### src/sv/ccp_pkg.sv
// Shared types and constants for the cylinder pushout pipeline.
package ccp_pkg;

  localparam int unsigned SQRT_CELLS = 32;
  localparam int unsigned DIV_CELLS  = 32;

  // Per-item sideband that rides along the whole pipeline.
  typedef struct packed {
    logic               push;
    logic               hit;
    logic               coin;
    logic signed [31:0] ax;
    logic signed [31:0] az;
    logic signed [31:0] bx;
    logic signed [31:0] by;
    logic signed [31:0] bz;
    logic               sx;
    logic               sz;
    logic [32:0]        mx;
    logic [32:0]        mz;
    logic [31:0]        rng;
  } side_t;

  // Square root cell word: radicand shifts out two bits per cell.
  typedef struct packed {
    side_t       side;
    logic [63:0] s;
    logic [31:0] root;
    logic [33:0] rem;
  } sqrt_t;

  // Divider cell word: two lanes share one divisor.
  typedef struct packed {
    side_t       side;
    logic [32:0] d;
    logic [31:0] nx;
    logic [31:0] nz;
    logic [32:0] rx;
    logic [32:0] rz;
    logic [31:0] qx;
    logic [31:0] qz;
  } div_t;

endpackage

### src/sv/ccp_sqrt_cell.sv
// One digit cell of the pipelined integer square root.
module ccp_sqrt_cell
  import ccp_pkg::*;
(
  input  logic  clk_i,
  input  logic  rst_ni,
  input  logic  en_i,
  input  logic  valid_i,
  input  sqrt_t data_i,
  output logic  valid_o,
  output sqrt_t data_o
);

  logic        valid_q;
  sqrt_t       data_q, data_d;
  logic [35:0] t, trial, diff;
  logic        ge;

  always_comb begin
    t      = {data_i.rem, data_i.s[63:62]};
    trial  = {2'b00, data_i.root, 2'b01};
    diff   = t - trial;
    ge     = (t >= trial);
    data_d = data_i;
    data_d.s    = {data_i.s[61:0], 2'b00};
    data_d.root = {data_i.root[30:0], ge};
    data_d.rem  = ge ? diff[33:0] : t[33:0];
  end

  always_ff @(posedge clk_i or negedge rst_ni) begin
    if (!rst_ni) begin
      valid_q <= 1'b0;
    end else if (en_i) begin
      valid_q <= valid_i;
    end
  end

  always_ff @(posedge clk_i) begin
    if (en_i) begin
      data_q <= data_d;
    end
  end

  assign valid_o = valid_q;
  assign data_o  = data_q;

endmodule

### config.mk
export PLATFORM = sky130hd
export DESIGN_NAME = ccp_sqrt_cell
export DESIGN_NICKNAME = d
export VERILOG_FILES = /design/src/sv/ccp_pkg.sv /design/src/sv/ccp_sqrt_cell.sv
export SDC_FILE = /design/constraint.sdc
export NUM_CORES = 1
export LEC_CHECK = 0
export BUFFER_PORTS_ARGS = -buffer_cell sky130_fd_sc_hd__buf_2
export CORE_AREA = 2 2 306 308
export DETAILED_ROUTE_END_ITERATION = 6
export DIE_AREA = 0 0 308 310
export PLACE_DENSITY = 0.43
export SETUP_SLACK_MARGIN = 0.2
export SYNTH_ARGS = -nofsm -noshare
export SYNTH_HDL_FRONTEND = slang
export SYNTH_SLANG_ARGS = --single-unit
### constraint.sdc
create_clock -name clk_i -period 0.85 [get_ports clk_i]
set_clock_uncertainty 0.2 [all_clocks]
set_input_delay 0.085 -clock clk_i [delete_from_list [all_inputs] [get_ports clk_i]]
set_output_delay 0.085 -clock clk_i [all_outputs]
set_load 0.01 [all_outputs]
# After elaboration in Yosys (flattened, before gate mapping)
# Index checks and enable logic that the tools add are counted.
[totals]
reg_bits = 392
inputBits = 397
out_inout_bits = 394
elab_cells = 20
[classes]
n_addsub = 1
n_lt_le_gt_ge = 1
mux = 1
[op_table]
columns = ["op", "count"]
rows = [
  ["36-bit by 34-bit >= comparator with 1-bit output", 1],
  ["34-bit 2-to-1 mux", 1],
  ["34-bit subtractor", 1],
]

# Logic depth before layout (Yosys ltp)
[depth]
word_depth = 2
ltp_mapped = 13
mapped_depth_nobuf = 10

# Least setup slack after synthesis
# Ideal clock, no wire load.
[synth_timing]
path_type = "input to register"
from = "input data_i[43] (netlist name)"
to = "register data_q, in the netlist data_o[27], data pin"
setup_time_ps = 260
arrival_ps = 2067
required_ps = 390
setup_slack_ps = -1678
path_stages = 10
n_path_buf = 0
cell_sequence = "inv_1 ha_1 a21o_1 a31o_1 a211oi_4 o211ai_2 a21bo_2 mux2i_1 o221ai_1 mux2_4"
[synth_rtl]
columns = ["element", "line_no", "text"]
rows = [
  ["start, declared", "ccp_sqrt_cell.sv:9", "input sqrt_t data_i,"],
  ["end signal, assigned", "ccp_sqrt_cell.sv:40", "data_q <= data_d;"],
  ["end, declared", "ccp_sqrt_cell.sv:15", "sqrt_t data_q, data_d;"],
]

==> out/metrics.yaml <==
run_status: "complete, but fails checks"
failed_checks: "hold timing, setup timing"
postRouteWirelength_mm: 66.4
syn-mean-instance-area_um2: 18.5
cts_made_buffers: 48
required_worst_endpoint_ns: 1.02
yosysUniqueCellTypes: 64
synth_most_common_cell: "sky130_fd_sc_hd__edfxtp_1"
critical_path.startpoint_type: "input pin"
power.share.clock_pct: 39.4
max-cap-violations: 0
num_rows: 112
combinational_fraction_of_design_power_pct: 17.8
finalWorstPathRequiredPeriod_ns: 2.11
post_synth_edffs: 391
gr-total-overflow: 0
cell_int_power_w: 0.0416
ctsHtreeMaxLevel: 2
ctsRootBufferMaster: "sky130_fd_sc_hd__clkbuf_16"
ys_top_cells_by_area: "sky130_fd_sc_hd__edfxtp_1 82%, sky130_fd_sc_hd__ha_1 3.0%, sky130_fd_sc_hd__nand2_1 1.5%"
detail_route.first_pass.iterations: 5
drt_iter0_drc: 754
die_width_um: 308
design.die.area_mm2: 0.0955
vias: 12400
synth_top_cell_by_area: "sky130_fd_sc_hd__edfxtp_1"
synth-main-ff-cell: "sky130_fd_sc_hd__edfxtp_1"
floorplan.initialDensity_pct: 15.4
grt_max_degree: 36
final-setup-viol-count: 428
cts-root-to-sink-buffers: 3
areaGrowthSynthToFinish_pct: 93.7
cp_data_arrival_time_ns: 2.28
rsz0062_at_grt: "true"
clock_latency_at_the_later_pin_of_the_worst_skew_pair_ns: 0.61
synth-warning-count: 0
final.period_utilization_pct: 248
placed_wire_length_estimate_after_detailed_placement_mm: 51.3
switching_share_pct: 25.5
routed_wire_length_per_instance_um: 19.7
grt_util_all_layers_pct: 13.0
crit_path_end_kind: "flip-flop"
synth_top_area_share_pct: 82.4
antenna_found_initial: 20
grt_use_met1_pct: 14.2
timing.final.max_slew_violations: 0
yosys_register_bits: 392
place_area_mm2: 0.0213
number_of_global_route_vias_before_repair: 13100
worst_ir_drop_vdd_uv: 1470
gp_routability_congestion: 0.834
stdcell_area_mm2: 0.0276
finalWorstSetupSlack_ns: -1.26
postSynthCellCount: 772
postRouteAntennaNets: 0
area_of_the_mapped_netlist_mm2: 0.0142
cts_tree: "built"
crit_type: "input pin to flip-flop"
worst_min_path_class: "input pin to flip-flop"
worst_hold_slack_ns: -0.522
worstPathMaxFanout: 7
drt_drc_violations_left: 0
power_frac_seq_pct: 42.8
drive_above_1_share_pct: 52.2
setup_tns_ns: -262.43
clock-sinks: 392
upper_clock_frequency_limit_mhz: 474
floorplan.core_area_mm2: 0.0925
grt_pass1_wl_mm: 89.3
total_leakage_power_nw: 11.7
final_net_count: 2557
port_buffers: 788
boundaryPins: 791
routing_layer_with_the_top_usage_in_global_route: "met2"
fraction_of_registers_with_async_set_reset_pct: 0.255
power_per_cell_area_mw_per_mm2: 2020
avgViaCountPerCell: 3.66
synth_common_cells: "391 x sky130_fd_sc_hd__edfxtp_1, 58 x sky130_fd_sc_hd__nand2_1, 42 x sky130_fd_sc_hd__inv_1"
clock_input_transition_at_the_sequential_cells_of_the_worst_setup_and_hold_paths_ns: 0.07
total_switching_power_w: 0.0142
die_height_um: 310
timing_hold_violations_final: 404
synth_sequential_area_ratio_pct: 82.6
met3_usage_pct: 4.34
grtUsageMet2_pct: 22.7
[final timing paths]
path,start,endpoint,slack [ns],cells after the start
worst max-delay path,data_i[41],data_o[27],-1.26,11
worst min-delay path,data_i[34],data_o[35],-0.52,1
min in group asynchronous,rst_ni,valid_o,0.12,3
worst max register to register,valid_o,valid_o,-0.10,1
worst min register to register,valid_o,valid_o,0.33,1
max in group asynchronous,rst_ni,valid_o,0.23,3
[cell usage in the layout (no fill, tap or decap), drive strengths merged, types with 4 or more instances in the layout]
cell type / netlist / routed
nand4: 7 / 7
diode: 0 / 11
a21o: 20 / 20
o31ai: 5 / 5
o21ai: 46 / 46
inv: 42 / 45
bufinv: 0 / 8
ha: 34 / 34
nand2: 58 / 58
xor2: 13 / 13
and2: 5 / 5
and3: 5 / 5
nand3: 6 / 6
dlygate4sd3: 0 / 355
nor3: 10 / 10
a31oi: 5 / 5
buf: 9 / 962
clkinv: 1 / 18
nor2: 18 / 18
xnor2: 14 / 14
mux2i: 4 / 4
nand2b: 5 / 5
clkinvlp: 0 / 5
edfxtp: 391 / 391
clkbuf: 7 / 55
a21oi: 28 / 28
[power by group through the flow]
stage | Clock (W) | Sequential [W] | Combinational [W]
2_1_floorplan | 0 | 0.0250 | 0.00187
3_3_place_gp | 0 | 0.0241 | 0.00780
3_5_place_dp | 0 | 0.0241 | 0.00783
4_1_cts | 0.0227 | 0.0238 | 0.00985
5_1_grt | 0.0234 | 0.0240 | 0.0106
6_report | 0.0219 | 0.0239 | 0.00995
[stage by stage]
step | std cells | worst slack, ns | util, % | total power, W
floorplan | 773 | -1.53 | - | 0.0268
CTS | 3350 | -1.23 | 29.5 | 0.0564
finish | 3372 | -1.26 | 29.8 | 0.0558
global route | 3369 | -1.32 | 29.8 | 0.0581
global placement | 2893 | -2.10 | 23.0 | 0.0319
detailed placement | 2893 | -2.12 | 23.0 | 0.0320
[routing by layer]
metal,up-vias,part of all wire (%)
li1,5697,-
met1,6041,38
met3,112,7.8
met5,-,0.14
met4,14,4.1
met2,489,50
[cells by family (layout without fill, tap and decap cells)]
logic type               count (synthesis)  in the layout  synth area share (%)
XOR/XNOR                                27             27                  1.66
flip-flops                             392            392                  82.6
multiplexers                             6              6                 0.465
buffers and inverters                   59           1450                  1.81
other                                    1             13                0.0263
AND/OR/NAND/NOR                        120            120                  3.93
AO/OA/AOI/OAI                          133            133                  6.54
adder cells (fa/ha/maj)                 34             34                  2.99
[sequential cells by signal, summed over array words and instances, names as in the netlist]
signal,flops
data_o,391
valid_o,1
[repair_timing]
item,CTS,global route
endpoints found under the hold margin,784,678
hold buffers,348,9
gates cloned,1,0
setup endpoints to repair,428,430
resized for setup,186,53
setup buffers,20,2
pin swaps,35,21
[critical path, stage by stage]
cell and delay, ns:
sky130_fd_sc_hd__buf_12 0.09, sky130_fd_sc_hd__inv_12 0.03, sky130_fd_sc_hd__ha_4 0.23, sky130_fd_sc_hd__buf_6 0.12, sky130_fd_sc_hd__a21o_1 0.20, sky130_fd_sc_hd__o41ai_4 0.34, sky130_fd_sc_hd__o211ai_1 0.25, sky130_fd_sc_hd__a211oi_2 0.27
sky130_fd_sc_hd__o21a_4 0.29, sky130_fd_sc_hd__clkinv_4 0.08, sky130_fd_sc_hd__mux2_4 0.29
[final cells by class]
type	instances	area (um^2)
Sequential cell	392	11800
Fill cell	9351	64900
Antenna cell	11	27.5
Multi-Input combinational cell	322	2680
Tap cell	1197	1500
Clock buffer	55	1260
Clock inverter	33	428
Inverter	43	206
Timing Repair Buffer	1319	9750
(Power assumes the default switching activity.)
