**src/sv/ccp_pkg.sv**
```systemverilog
// Shared types and constants for the cylinder pushout pipeline.
package ccp_pkg;

  localparam int unsigned SQRT_CELLS = 32;
  localparam int unsigned DIV_CELLS  = 32;

  // Per-item sideband that rides along the whole pipeline.
  typedef struct packed {
    logic               push;
    logic               hit;
    logic               coin;
    logic signed [31:0] ax;
    logic signed [31:0] az;
    logic signed [31:0] bx;
    logic signed [31:0] by;
    logic signed [31:0] bz;
    logic               sx;
    logic               sz;
    logic [32:0]        mx;
    logic [32:0]        mz;
    logic [31:0]        rng;
  } side_t;

  // Square root cell word: radicand shifts out two bits per cell.
  typedef struct packed {
    side_t       side;
    logic [63:0] s;
    logic [31:0] root;
    logic [33:0] rem;
  } sqrt_t;

  // Divider cell word: two lanes share one divisor.
  typedef struct packed {
    side_t       side;
    logic [32:0] d;
    logic [31:0] nx;
    logic [31:0] nz;
    logic [32:0] rx;
    logic [32:0] rz;
    logic [31:0] qx;
    logic [31:0] qz;
  } div_t;

endpackage

```
**src/sv/ccp_div_cell.sv**
```systemverilog
// One quotient-bit cell of the two-lane restoring divider.
module ccp_div_cell
  import ccp_pkg::*;
(
  input  logic clk_i,
  input  logic rst_ni,
  input  logic en_i,
  input  logic valid_i,
  input  div_t data_i,
  output logic valid_o,
  output div_t data_o
);

  logic        valid_q;
  div_t        data_q, data_d;
  logic [33:0] tx, tz, dd, dfx, dfz;
  logic        gx, gz;

  always_comb begin
    dd  = {1'b0, data_i.d};
    tx  = {data_i.rx, data_i.nx[31]};
    tz  = {data_i.rz, data_i.nz[31]};
    dfx = tx - dd;
    dfz = tz - dd;
    gx  = (tx >= dd);
    gz  = (tz >= dd);
    data_d    = data_i;
    data_d.nx = {data_i.nx[30:0], 1'b0};
    data_d.nz = {data_i.nz[30:0], 1'b0};
    data_d.rx = gx ? dfx[32:0] : tx[32:0];
    data_d.rz = gz ? dfz[32:0] : tz[32:0];
    data_d.qx = {data_i.qx[30:0], gx};
    data_d.qz = {data_i.qz[30:0], gz};
  end

  always_ff @(posedge clk_i or negedge rst_ni) begin
    if (!rst_ni) begin
      valid_q <= 1'b0;
    end else if (en_i) begin
      valid_q <= valid_i;
    end
  end

  always_ff @(posedge clk_i) begin
    if (en_i) begin
      data_q <= data_d;
    end
  end

  assign valid_o = valid_q;
  assign data_o  = data_q;

endmodule

```
**config.mk**
```make
export PLATFORM = sky130hd
export DESIGN_NAME = ccp_div_cell
export DESIGN_NICKNAME = d
export VERILOG_FILES = /design/src/sv/ccp_pkg.sv /design/src/sv/ccp_div_cell.sv
export SDC_FILE = /design/constraint.sdc
export NUM_CORES = 1
export LEC_CHECK = 0
export BUFFER_PORTS_ARGS = -buffer_cell sky130_fd_sc_hd__buf_2
export CORE_AREA = 10 10 371 373
export CTS_CLUSTER_SIZE = 14
export DETAILED_ROUTE_END_ITERATION = 8
export DIE_AREA = 0 0 381 383
export SKIP_LAST_GASP = 1
export SYNTH_ARGS = -nofsm -noshare
export SYNTH_HDL_FRONTEND = slang
export SYNTH_SLANG_ARGS = --single-unit
```
**constraint.sdc**
```tcl
create_clock -name clk_i -period 0.8 [get_ports clk_i]
set_input_delay 0.04 -clock clk_i [delete_from_list [all_inputs] [get_ports clk_i]]
set_output_delay 0.04 -clock clk_i [all_outputs]
set_load 0.02 [all_outputs]
```
Word-level counts from Yosys, hierarchy flattened
Index checks and enable logic that the tools add are counted.
{"block": "word_totals", "rom_bits": 0, "ff_bits": 489, "latchBits": 0, "n_memories": 0, "out_inout_bits": 491, "in_bits": 494, "mem_bits_rw": 0}
{"block": "classes", "eq_ne": 0, "shifts": 0, "n_bitwise": 0, "mux": 2, "n_reduce_logical": 0, "n_div": 0, "order_cmp": 2, "multipliers": 0, "addsub": 2}
{"operator": "$ge A34 B33 Y1", "n": 2}
{"operator": "$mux W33", "n": 2}
{"operator": "$sub A33 B33 Y33", "n": 2}

Longest topological paths before layout
{"block": "depth", "depth_word": 2, "depth_mapped": 15, "ltp_nobuf": 13}

Worst setup path before layout
No wires, ideal clock.
{"block": "synth_path", "path_type": "input-to-reg", "start": "in data_i[161] (netlist name)", "end": "reg data_q, in the netlist data_o[73], data pin", "setup_time_ns": 0.260, "slack_ns": -2.546, "required_ns": 0.540, "cell_stages": 15, "t_arrival_ns": 3.085, "n_path_buf": 2, "path_cell_list": "inv_1 ha_1 inv_1 fa_1 a21o_1 a221oi_2 o221ai_2 a2111o_1 a211oi_2 o31a_4 o21a_1 buf_6 inv_6 buf_6 mux2_4"}
{"item": "start, declared", "line_no": "ccp_div_cell.sv:9", "rtl": "input div_t data_i,"}
{"item": "end signal, assigned", "line_no": "ccp_div_cell.sv:46", "rtl": "data_q <= data_d;"}
{"item": "end, declared", "line_no": "ccp_div_cell.sv:15", "rtl": "div_t data_q, data_d;"}

==> summary.md <==
| Metric | Value |
|---|---|
| YS warnings | 0 |
| Core Region | 130000 sq um |
| Rel. slew slack | 50.2% |
| Critical Path AT | 3.08 ns |
| Clock Tree Root | clkbuf_16 |
| Crit path kind | primary input to flop |
| Reg clk slew, reported paths | 0.06 ns |
| Final Util | 30.5% |
| CTS H-tree lvls | 2 |
| Clk Latency, worst-skew pair | 0.66 ns |
| R2R cell count | 2 |
| Slowest-stage cell, CP | a2111o_1 |
| Fin nets | 3572 |
| I/O Buffers | 980 |
| Initial Utilization | 14.8% |
| CP cell instances | buf_12, inv_12, ha_4, inv_2, fa_2, a21o_1, a221oi_2, o221ai_2, a2111o_1, a211oi_2, o31a_4, o21a_4, buf_6, inv_16, mux2_1 |
| Iteration count of the initial detailed-routing pass | 8 |
| Critical Path End Type | flop |
| Clock sinks | 489 |
| Critical path required time | 1.20 ns |
| FFs w/ async S/R, synth | 0.204% |
| Power Dens Cells | 2040 nW/um^2 |
| TritonCTS Buffers | 58 |
| DRC Markers | 0 |
| Synth top area share | 75.7% |
| Seq cells post-synth | 489 |
| Syn Inst Count | 1143 |
| Seq/Total Area, Yosys | 75.8% |
| RSZ-0062 raised after global routing | yes |
| Post-route setup slack | -1.88 ns |
| Critical path depth in cells | 15 |
| Most frequent cell after synthesis | edfxtp_1 |
| GP Congestion | 0.928 |
| Delay-heaviest family, CP | compound AO/OA/AOI/OAI gates |
| Least-Margin Pin Slew | 0.728 ns |
| Final max-slew violation count | 0 |
| Worst hold margin | -0.241 ns |
| R2R Path Start | valid_o |
| Cell Area, Placed | 29200 sq um |
| Hold Violations, Final | 3 |
| Top FF cell, synth | edfxtp_1 |
| CP peak stage delay | 0.47 ns |
| Critical Path End | data_o[72] |
| Wirelength per Cell | 28.2 microns |
| Status | complete, but fails checks |
| Reg-to-reg slack, setup | -0.11 ns |
| Ports | 985 |
| Peak VDD IR | 1700 uV |
| Max Cap Viol | 0 |
| Die ar. | 146000 sq um |
| All-Layer GR Usage | 17.7% |
| HPWL Detailed | 110000 microns |
| Site Rows | 133 |
| Unique masters post-synth | 72 |
| Startpoint Class | primary input |
| Vias | 18726 |
| Mean Syn Cell Area | 16.9 sq um |
| Post-synth EDFFs | 488 |
| Antenna violations before repair | 78 |
| Vert. Die Dim | 383 microns |
| Die Span X | 381 microns |
| Crit path launch | data_i[161] |
| First-pass GRT wire length | 177000 microns |
| Clock Path Buffers | 3 |
| Final Instance Area | 39800 sq um |
| Post-route ant nets | 0 |
| Largest net degree at the start of global routing | 29 |
| Failing checks | negative hold slack, negative setup slack |
| Critical Path Fanout Max | 7 |
| Vias in the first global route | 19715 |
| WL final | 136000 microns |
| Synth top area cells | edfxtp_1 (76%), ha_1 (4.3%), a21oi_1 (1.5%) |
| Synth area leader | edfxtp_1 |
| F_max | 373 MHz |
| Final setup fails | 1055 |
| CTS tree | built |
| Routed vias/inst | 3.88 |
| Most common library cells after synthesis | edfxtp_1 (488), ha_1 (66), inv_1 (58), a21oi_1 (57), nor2_1 (48) |
| Initial DRC count | 1230 |
| R2R Path End | valid_o |
| Grt ovf | 0 |
| Tcrit/Tclk final | 335% |
| Buffers & Inverters on Critical Path | 5 |
| Min-delay worst type | primary input to flop |
| Final clock skew | 0 ns |
| Share of cells above drive strength 1 | 50.1% |
| P_leak | 16.9 nW |
| Tmin final | 2.68 ns |
| Area grow syn2layout | 105% |
| Cell area after synthesis | 19400 sq um |
[worst register-to-register path, cell delays in order (launching register included)]
cell and delay, ns:
dfrtp_2 0.40, buf_4 0.13, mux2_2 0.26
[power by group]
group / switching, mW / internal (mW)
Combinational: 10.7 / 10.4
Clock: 11.9 / 15.9
Sequential: 1.40 / 31.0
Total: 24.1 / 57.3
[repair_timing]
item	CTS	global route
hold endpoints to repair	724	104
pin swaps	19	18
resized for setup	870	174
gates cloned	5	0
endpoints found under the setup margin	557	1048
setup buffers	18	9
hold buffers	497	3
[cell families after synthesis]
logic type / after synthesis / share of synthesized area (%)
flops: 489 / 75.8
compound gates: 223 / 7.84
simple gates: 179 / 4.58
buf+inv: 85 / 1.85
fa+ha+maj: 68 / 4.47
mux: 51 / 3.32
xor+xnor: 47 / 2.13
other cells: 1 / 0.0194
[flip-flops by register name (all words and copies together) (netlist names)]
signal and flops:
data_o 488, valid_o 1
[how the worst min path moves through the flow]
stage	startpoint	to	slack (ns)	cells after the start
2_1_floorplan	rst_ni	valid_o	-0.26	0
3_3_place_gp	rst_ni	valid_o	-0.18	1
3_5_place_dp	rst_ni	valid_o	-0.18	1
4_1_cts	data_i[195]	data_o[195]	-0.50	1
5_1_grt	data_i[161]	data_o[64]	-0.26	3
6_report	data_i[161]	data_o[64]	-0.24	3
[metal layers]
layer,vias up,routed length [microns],track usage [%],part of all wire (%)
met2,1040,62400,28.6,46
met5,-,283,0,0.21
met1,9162,50700,20.0,37
met4,42,8050,8.74,5.9
met3,260,14700,7.51,11
li1,8222,-,-,-
[area by class of cell]
type                    count  area, sq um
clock inverters            31          412
clock buffers              75         1540
inverters                  60          282
repair buffers           1826        15800
fillers                 13004        90700
diodes                     21         52.6
multi-input cells         570         4730
repair inverters            5         83.8
flip-flops and latches    489        14700
well taps                1755         2200
[placed cells by master (no fill, tap or decap), types with 17 or more instances in the layout]
| cell | netlist | final |
|---|---|---|
| a21o_1 | 37 | 37 |
| clkbuf_16 | 0 | 59 |
| edfxtp_1 | 488 | 488 |
| ha_1 | 66 | 60 |
| nand2_1 | 40 | 40 |
| dlygate4sd3_1 | 0 | 499 |
| diode_2 | 0 | 21 |
| mux2_4 | 19 | 38 |
| xnor2_1 | 32 | 31 |
| a21oi_1 | 57 | 50 |
| buf_12 | 0 | 21 |
| buf_4 | 2 | 317 |
| nand3_1 | 17 | 17 |
| o21ai_0 | 34 | 28 |
| buf_6 | 3 | 481 |
| buf_2 | 3 | 504 |
| inv_1 | 58 | 52 |
| nor2_1 | 48 | 48 |
[per-stage QoR]
stage / setup slack, ns / std cells / TNS (ns) / power, mW
floorplan: -2.41 / 1144 / -143.07 / 38.7
finish: -1.88 / 4832 / -528.38 / 81.3
CTS: -1.81 / 4803 / -572.38 / 81.7
global route: -1.95 / 4814 / -584.01 / 84.2
detailed placement: -2.78 / 4183 / -229.77 / 47.9
global placement: -2.70 / 4183 / -222.99 / 47.9
(Power assumes the default switching activity.)
